`config.mk`:
```
export PLATFORM = sky130hd
export DESIGN_NAME = two_class_timeout_queue
export DESIGN_NICKNAME = d
export VERILOG_FILES = /design/src/tctq_pkg.sv /design/src/two_class_timeout_queue.sv /design/src/tctq_front.sv /design/src/tctq_back.sv
export SDC_FILE = /design/constraint.sdc
export NUM_CORES = 2
export LEC_CHECK = 0
export BUFFER_PORTS_ARGS = -buffer_cell sky130_fd_sc_hd__buf_2
export CORE_MARGIN = 2
export CORE_UTILIZATION = 35
export DETAILED_ROUTE_END_ITERATION = 12
export PLACE_DENSITY = 0.59
export SYNTH_ARGS = -nofsm -noshare
export SYNTH_HDL_FRONTEND = slang
export SYNTH_SLANG_ARGS = --single-unit
```
`constraint.sdc`:
```
create_clock -name clk -period 17.7 [get_ports clk]
set_input_delay 3.54 -clock clk [delete_from_list [all_inputs] [get_ports clk]]
set_output_delay 3.54 -clock clk [all_outputs]
set_load 0.005 [all_outputs]
```
`src/tctq_pkg.sv`:
```
`timescale 1ns / 1ps
// ----------------------------------------------------------------------------
// tctq_pkg
// Types and constants shared by the two-class timeout queue.
// ----------------------------------------------------------------------------
package tctq_pkg;

  localparam int DEFAULT_LIST_DEPTH = 16;
  localparam int CHANNELS           = 256;
  localparam logic [23:0] SHORT_DELAY_RESET = 24'd60;
  localparam logic [23:0] LONG_DELAY_RESET  = 24'd172800;

  typedef enum logic [1:0] {
    CMD_SCHED_SHORT = 2'd0,
    CMD_SCHED_LONG  = 2'd1,
    CMD_CANCEL      = 2'd2,
    CMD_TICK        = 2'd3
  } cmd_t;

  typedef enum logic [2:0] {
    KIND_EXPIRED     = 3'd0,
    KIND_DONE        = 3'd1,
    KIND_PENDING     = 3'd2,
    KIND_FULL        = 3'd3,
    KIND_NOT_PENDING = 3'd4
  } kind_t;

  typedef enum logic {
    REG_SHORT_DELAY = 1'b0,
    REG_LONG_DELAY  = 1'b1
  } reg_idx_t;

  typedef enum logic [1:0] {
    OP_SCHED  = 2'd0,
    OP_CANCEL = 2'd1,
    OP_TICK   = 2'd2
  } op_t;

  typedef enum logic [1:0] {
    B_IDLE   = 2'd0,
    B_TICK_S = 2'd1,
    B_TICK_L = 2'd2
  } back_state_t;

  typedef struct packed {
    logic [1:0]  command;
    logic [7:0]  channel;
    logic [31:0] now;
  } in_item_t;

  typedef struct packed {
    kind_t       kind;
    logic [7:0]  channel_res;
    logic        which_list;
    logic        last;
  } out_item_t;

  // Classified request handed from the front to the back.
  typedef struct packed {
    op_t         op;
    logic        lst;
    logic        bad_ch;
    logic [7:0]  channel;
    logic [31:0] now;
  } op_item_t;

  typedef struct packed {
    logic     valid;
    op_item_t item;
  } op_head_t;

endpackage

```
`src/two_class_timeout_queue.sv`:
```
`timescale 1ns / 1ps
// ----------------------------------------------------------------------------
// two_class_timeout_queue
// Short and long timeout lists of channel handles with schedule, cancel
// and tick requests.
// ----------------------------------------------------------------------------
// A request is taken when start is high and busy is low. The front end
// decodes it into a two-entry queue; busy is high only while that queue is
// full. The back end executes one request at a time from the queue.
// Schedule and cancel are carried out in the back end's idle state; when
// the back end is free, a request passes through the queue and then the
// res register. A tick takes the back end from its idle state through the
// short-list and long-list states: it takes the request, checks the head
// of the short list, then the long list, one entry per cycle, and each
// expired entry leaves as its own result. Every request ends with a result
// that has last set. Results appear on res for one cycle with res_valid
// high; the receiver cannot stall them. Delay registers are written
// through cfg_we, cfg_index and cfg_data. Reset empties both lists and the
// queue and restores the delays to 60 and 172800 seconds.
// ----------------------------------------------------------------------------
module two_class_timeout_queue #(
  parameter int LIST_DEPTH = tctq_pkg::DEFAULT_LIST_DEPTH
) (
  input  logic                clk,
  input  logic                rst,
  input  logic                start,
  input  tctq_pkg::in_item_t  req,
  output logic                busy,
  input  logic                cfg_we,
  input  logic                cfg_index,
  input  logic [23:0]         cfg_data,
  output logic                res_valid,
  output tctq_pkg::out_item_t res
);
  import tctq_pkg::*;

  op_head_t head;
  logic     pop;

  tctq_front u_front (
    .clk   (clk),
    .rst   (rst),
    .start (start),
    .req   (req),
    .busy  (busy),
    .head  (head),
    .pop   (pop)
  );

  tctq_back #(
    .LIST_DEPTH (LIST_DEPTH)
  ) u_back (
    .clk       (clk),
    .rst       (rst),
    .head      (head),
    .pop       (pop),
    .cfg_we    (cfg_we),
    .cfg_index (cfg_index),
    .cfg_data  (cfg_data),
    .res_valid (res_valid),
    .res       (res)
  );

endmodule

```
`src/tctq_front.sv`:
```
`timescale 1ns / 1ps
// ----------------------------------------------------------------------------
// tctq_front
// Accepts requests, decodes and range-checks them, and holds them in a
// two-entry queue for the back end.
// ----------------------------------------------------------------------------
module tctq_front (
  input  logic               clk,
  input  logic               rst,
  input  logic               start,
  input  tctq_pkg::in_item_t req,
  output logic               busy,
  output tctq_pkg::op_head_t head,
  input  logic               pop
);
  import tctq_pkg::*;

  op_item_t   q [2];
  logic       wr_ptr;
  logic       rd_ptr;
  logic [1:0] count;
  logic       push;
  op_item_t   cls;

  always_comb begin
    cls.channel = req.channel;
    cls.now     = req.now;
    cls.bad_ch  = ({5'd0, req.channel} >= 13'(CHANNELS));
    cls.lst     = 1'b0;
    case (cmd_t'(req.command))
      CMD_SCHED_SHORT: cls.op = OP_SCHED;
      CMD_SCHED_LONG: begin
        cls.op  = OP_SCHED;
        cls.lst = 1'b1;
      end
      CMD_CANCEL: cls.op = OP_CANCEL;
      default: cls.op = OP_TICK;
    endcase
  end

  assign busy       = (count == 2'd2);
  assign push       = start && !busy;
  assign head.valid = (count != 2'd0);
  assign head.item  = q[rd_ptr];

  always_ff @(posedge clk) begin
    if (push) begin
      q[wr_ptr] <= cls;
    end
  end

  always_ff @(posedge clk) begin
    if (rst) begin
      wr_ptr <= 1'b0;
      rd_ptr <= 1'b0;
      count  <= 2'd0;
    end else begin
      if (push) begin
        wr_ptr <= ~wr_ptr;
      end
      if (pop && head.valid) begin
        rd_ptr <= ~rd_ptr;
      end
      count <= count + 2'(push) - 2'(pop && head.valid);
    end
  end

endmodule

```
`src/tctq_back.sv`:
```
`timescale 1ns / 1ps
// ----------------------------------------------------------------------------
// tctq_back
// Holds the two timeout lists and the delay registers, and carries out
// schedule, cancel and tick requests one at a time.
// ----------------------------------------------------------------------------
module tctq_back #(
  parameter int LIST_DEPTH = tctq_pkg::DEFAULT_LIST_DEPTH
) (
  input  logic                clk,
  input  logic                rst,
  input  tctq_pkg::op_head_t  head,
  output logic                pop,
  input  logic                cfg_we,
  input  logic                cfg_index,
  input  logic [23:0]         cfg_data,
  output logic                res_valid,
  output tctq_pkg::out_item_t res
);
  import tctq_pkg::*;

  localparam int CW = $clog2(LIST_DEPTH + 1);
  localparam int IW = $clog2(LIST_DEPTH);

  logic [7:0]    hnd [2][LIST_DEPTH];
  logic [32:0]   exq [2][LIST_DEPTH];
  logic [CW-1:0] cnt [2];
  logic [23:0]   short_delay;
  logic [23:0]   long_delay;
  logic [31:0]   tnow;

  back_state_t state, state_next;
  logic        hit [2];
  logic [IW-1:0] pos [2];

  logic        rm_en, rm_lst;
  logic [IW-1:0] rm_pos;
  logic        ap_en, ap_lst;
  logic [32:0] ap_exp;
  logic        res_valid_next;
  out_item_t   res_next;
  logic        tl;

  // Parallel lookup of the request's channel in both lists.
  always_comb begin
    for (int l = 0; l < 2; l++) begin
      hit[l] = 1'b0;
      pos[l] = '0;
      for (int i = 0; i < LIST_DEPTH; i++) begin
        if (!hit[l] && (CW'(i) < cnt[l]) && (hnd[l][i] == head.item.channel)) begin
          hit[l] = 1'b1;
          pos[l] = IW'(i);
        end
      end
    end
  end

  always_comb begin
    state_next     = state;
    pop            = 1'b0;
    rm_en          = 1'b0;
    rm_lst         = 1'b0;
    rm_pos         = '0;
    ap_en          = 1'b0;
    ap_lst         = head.item.lst;
    ap_exp         = {1'b0, head.item.now}
                     + {9'd0, (head.item.lst ? long_delay : short_delay)};
    res_valid_next = 1'b0;
    res_next.kind        = KIND_DONE;
    res_next.channel_res = head.item.channel;
    res_next.which_list  = 1'b0;
    res_next.last        = 1'b1;
    tl             = (state == B_TICK_L);
    case (state)
      B_IDLE: begin
        if (head.valid) begin
          pop = 1'b1;
          case (head.item.op)
            OP_SCHED: begin
              res_valid_next      = 1'b1;
              res_next.which_list = head.item.lst;
              if (head.item.bad_ch) begin
                res_next.kind = KIND_FULL;
              end else if (hit[0] || hit[1]) begin
                res_next.kind       = KIND_PENDING;
                res_next.which_list = !hit[0];
              end else if (cnt[head.item.lst] == CW'(LIST_DEPTH)) begin
                res_next.kind = KIND_FULL;
              end else begin
                ap_en = 1'b1;
              end
            end
            OP_CANCEL: begin
              res_valid_next = 1'b1;
              if (head.item.bad_ch || !(hit[0] || hit[1])) begin
                res_next.kind = KIND_NOT_PENDING;
              end else begin
                rm_en               = 1'b1;
                rm_lst              = !hit[0];
                rm_pos              = hit[0] ? pos[0] : pos[1];
                res_next.which_list = !hit[0];
              end
            end
            default: begin
              state_next = B_TICK_S;
            end
          endcase
        end
      end
      B_TICK_S, B_TICK_L: begin
        if ((cnt[tl] != '0) && ({1'b0, tnow} >= exq[tl][0])) begin
          res_valid_next       = 1'b1;
          res_next.kind        = KIND_EXPIRED;
          res_next.channel_res = hnd[tl][0];
          res_next.which_list  = tl;
          res_next.last        = 1'b0;
          rm_en                = 1'b1;
          rm_lst               = tl;
        end else if (!tl) begin
          state_next = B_TICK_L;
        end else begin
          res_valid_next       = 1'b1;
          res_next.channel_res = 8'd0;
          state_next           = B_IDLE;
        end
      end
      default: begin
        state_next = B_IDLE;
      end
    endcase
  end

  // List storage: append at the tail, remove with the later entries moving up.
  always_ff @(posedge clk) begin
    if (ap_en) begin
      hnd[ap_lst][cnt[ap_lst][IW-1:0]] <= head.item.channel;
      exq[ap_lst][cnt[ap_lst][IW-1:0]] <= ap_exp;
    end
    if (rm_en) begin
      for (int i = 0; i < LIST_DEPTH - 1; i++) begin
        if (i >= int'(rm_pos)) begin
          hnd[rm_lst][i] <= hnd[rm_lst][i+1];
          exq[rm_lst][i] <= exq[rm_lst][i+1];
        end
      end
    end
    if (state == B_IDLE) begin
      tnow <= head.item.now;
    end
    res <= res_next;
  end

  always_ff @(posedge clk) begin
    if (rst) begin
      state       <= B_IDLE;
      cnt[0]      <= '0;
      cnt[1]      <= '0;
      res_valid   <= 1'b0;
      short_delay <= SHORT_DELAY_RESET;
      long_delay  <= LONG_DELAY_RESET;
    end else begin
      state     <= state_next;
      res_valid <= res_valid_next;
      if (ap_en) begin
        cnt[ap_lst] <= cnt[ap_lst] + CW'(1);
      end
      if (rm_en) begin
        cnt[rm_lst] <= cnt[rm_lst] - CW'(1);
      end
      if (cfg_we) begin
        if (reg_idx_t'(cfg_index) == REG_SHORT_DELAY) begin
          short_delay <= cfg_data;
        end else begin
          long_delay <= cfg_data;
        end
      end
    end
  end

endmodule

```
==> reports/qor.csv <==
metric,value,unit
outcome,"complete, no violations",
ys_async_sr_fraction,0,%
fin_cells,7153,
port_buffers,85,
drtAntennaViolNets,0,
post-route-drc-count,0,
finalWeightedCongestion,0.869,
synth_fp_nets,4591,
rows,160,
grt_max_degree,143,
synth_warnings,0,
finalSetupViolCount,0,
vdd_drop_max,0.112,mV
pin_count,86,
synth_area,67200,sq um
drv_cap,0,
slew_headroom,19.2,%
grt_pass1_vias,37846,
n_antenna_cell,0,
fin_skew,0.0360,ns
fin_crit,9.39,ns
syn-instance-count,4452,
power.density,152,nW/um^2
max_stage_delay,0.94,ns
vias_per_cell,5.19,
ys_seq_elements,1509,
synth_cell_types,88,
die_width,442,microns
grt_pass1_wl,240,mm
drt-total-wl,160,mm
max_slew.worst_pin.slew,1.21,ns
crit_path_max_fanout,61,
clock_latency,0.80,ns
start_util,35.3,%
cts_resized,0,
synth_edf_count,1440,
setup_ws,8.31,ns
ys_top_cells_by_area,"edfxtp_1 64%, mux2i_1 16%, xnor2_1 3.1%, nand2_1 2.3%, dfxtp_1 2.1%",
regArea,44600,sq um
layout-drive-gt1-share,11.2,%
placed_area,70200,sq um
cts_setup_buffers,0,
report.final.slew_viol_count,0,
dp_slack,8.42,ns
numCtsBuffers,153,
final_net_count,4653,
core_area,190000,sq um
multi_input_area,21100,sq um
place.detailed.hpwl,92.9,mm
worstSetupStartpointType,register,
clkSlewWorstSetupHoldPaths,0.06,ns
tns,0,ns
htree_levels,4,
dr.first_iter.drc_count,3335,
hold_path_class,reg -> reg,
cts_hold_buffers,0,
power_leakage,26.2,nW
synthFlopType,edfxtp_1,
max_freq,107,MHz
cts_tree,yes,
crit_chain,buf_4 -> mux2i_4 -> buf_4 -> xnor2_1 -> nor4_1 -> and3_1 -> nand2b_1 -> nor4_2 -> and2_1 -> nand4_1 -> and4_1 -> nor2_8 -> buf_4 -> buf_4 -> buf_4 -> buf_4 -> mux2i_1,
die_h,442,microns
ys_seq_area_share,66.4,%
rsz0062_at_grt,false,
antenna_found_initial,3,
slowest_stage,buf_4,
vias,37092,
grt_overflow_total,0,
yosys.area.top_type,edfxtp_1,
area_growth,12.1,%
min_period_over_period,53.0,%
dr.pass1.iters,8,
crit_type,reg -> reg,
hold_violations,0,
design_area,75300,sq um
synth_area_per_cell,15.1,sq um
dp_cells,6870,
worst-endpoint-required,18.19,ns
rrSetupSlack,8.31,ns
clock_path_buffers,3,
endpoint_kind,register,
cts.sinks,1509,
fill_cells,17373,
die_area,195000,sq um
cp_common_cell,buf_4,
wire_per_inst,22.4,microns
cp_data_arrival_time,9.88,ns
cts_root_buf,clkbuf_16,
synth_top_area_share,64.4,%
track_usage,16.1,%
synth_stat cells (all sizes together), types with 4 or more instances:
library cell / n
edfxtp: 1440
mux2i: 1076
nand2: 411
xnor2: 239
buf: 183
a21oi: 109
a31oi: 103
clkbuf: 98
nor2: 92
o21ai: 71
dfxtp: 69
ha: 67
xor2: 54
nor3: 46
nand3: 40
nand4: 34
inv: 33
nor4: 32
mux2: 31
o211ai: 20
a211oi: 19
a21o: 17
a22oi: 16
and2: 13
nand2b: 13
and3: 11
o22ai: 11
nand3b: 10
nor2b: 10
o21a: 8
o21bai: 7
or2: 5
or3: 5
or4: 5
a21boi: 4
and4: 4
layer usage:
layer	wire length [microns]	global-route usage (%)	vias to the layer above	share of wire, %
met5	0	0	-	0
met4	3770	4.73	0	2.4
met3	7450	2.54	216	4.6
met2	79000	27.0	832	49
met1	70200	21.3	19046	44
li1	-	-	16998	-
cells in the final DEF, fill, tap and decap left out, drive strengths merged, types with 19 or more instances in the layout:
master  netlist  routed
a211oi       19      19
a21oi       109     109
a31oi       103     103
buf         183     188
clkbuf       98     192
clkinv        0      64
dfxtp        69      69
edfxtp     1440    1440
ha           67      67
inv          33      37
mux2         31      31
mux2i      1076    1076
nand2       411     411
nand3        40      40
nand4        34      34
nor2         92      92
nor3         46      46
nor4         32      32
o211ai       20      20
o21ai        71      71
xnor2       239     239
xor2         54      54
per-stage QoR:
step / hold slack (ns) / total power, mW / utilization, %
floorplan: 0.437 / 7.24 / -
CTS: 0.455 / 11.5 / 39.5
detailed placement: 0.447 / 8.22 / 36.9
global placement: 0.443 / 8.11 / 36.9
finish: 0.456 / 11.4 / 39.5
global route: 0.468 / 11.9 / 39.5
path summary, 6_finish.rpt:
kind / from / to / cells after the start
setup reg to reg: register / u_back.exq[1][144]$_DFFE_PP_ / 17
setup / recovery: register / u_back.exq[1][144]$_DFFE_PP_ / 17
hold / removal: u_back.long_delay[20]$_SDFFE_PP0P_ / u_back.long_delay[20]$_SDFFE_PP0P_ / 2
hold reg to reg: u_back.long_delay[20]$_SDFFE_PP0P_ / u_back.long_delay[20]$_SDFFE_PP0P_ / 2
where the power goes:
| group | switching [mW] | leakage (nW) | internal, mW | total, mW |
|---|---|---|---|---|
| Combinational | 2.00 | 10.1 | 0.973 | 2.97 |
| Clock | 1.39 | 2.48 | 1.90 | 3.29 |
| Sequential | 0.131 | 13.6 | 5.02 | 5.15 |
area by class of cell:
class,count,share of cell area [%]
well taps,2511,4.17
inverters,33,0.165
repair buffers,188,1.61
clock buffers,192,5.44
clock inverters,91,1.33
flip-flops and latches,1509,59.3
multi-input cells,2629,28.0
flip-flops by register name, summed over array words and instances, names as in the netlist, named ones only:
register and cells:
u_back.cnt 10, u_back.exq 1056, u_back.hnd 256, u_back.long_delay 24, u_back.res 13, u_back.res_valid 1, u_back.short_delay 24, u_back.state 2
u_back.tnow 32, u_front.count 2, u_front.q 86, u_front.rd_ptr 1, u_front.wr_ptr 1
cell families after synthesis:
group	after synthesis	share of synthesized area [%]
flops	1509	66.4
mux	1107	16.7
simple gates	744	5.06
compound gates	417	3.90
buf+inv	314	2.79
xor+xnor	293	3.86
fa+ha+maj	68	1.28
critical path, delay by kind of cell (launching register included):
| kind | cells | cell delay, ns |
|---|---|---|
| and+or+nand+nor | 8 | 3.07 |
| muxes | 2 | 0.54 |
| DFF | 1 | 0.35 |
| buffers and inverters | 6 | 4.66 |
| xor gates and xnor gates | 1 | 0.22 |
No activity file was read; power rests on OpenSTA's default activity.
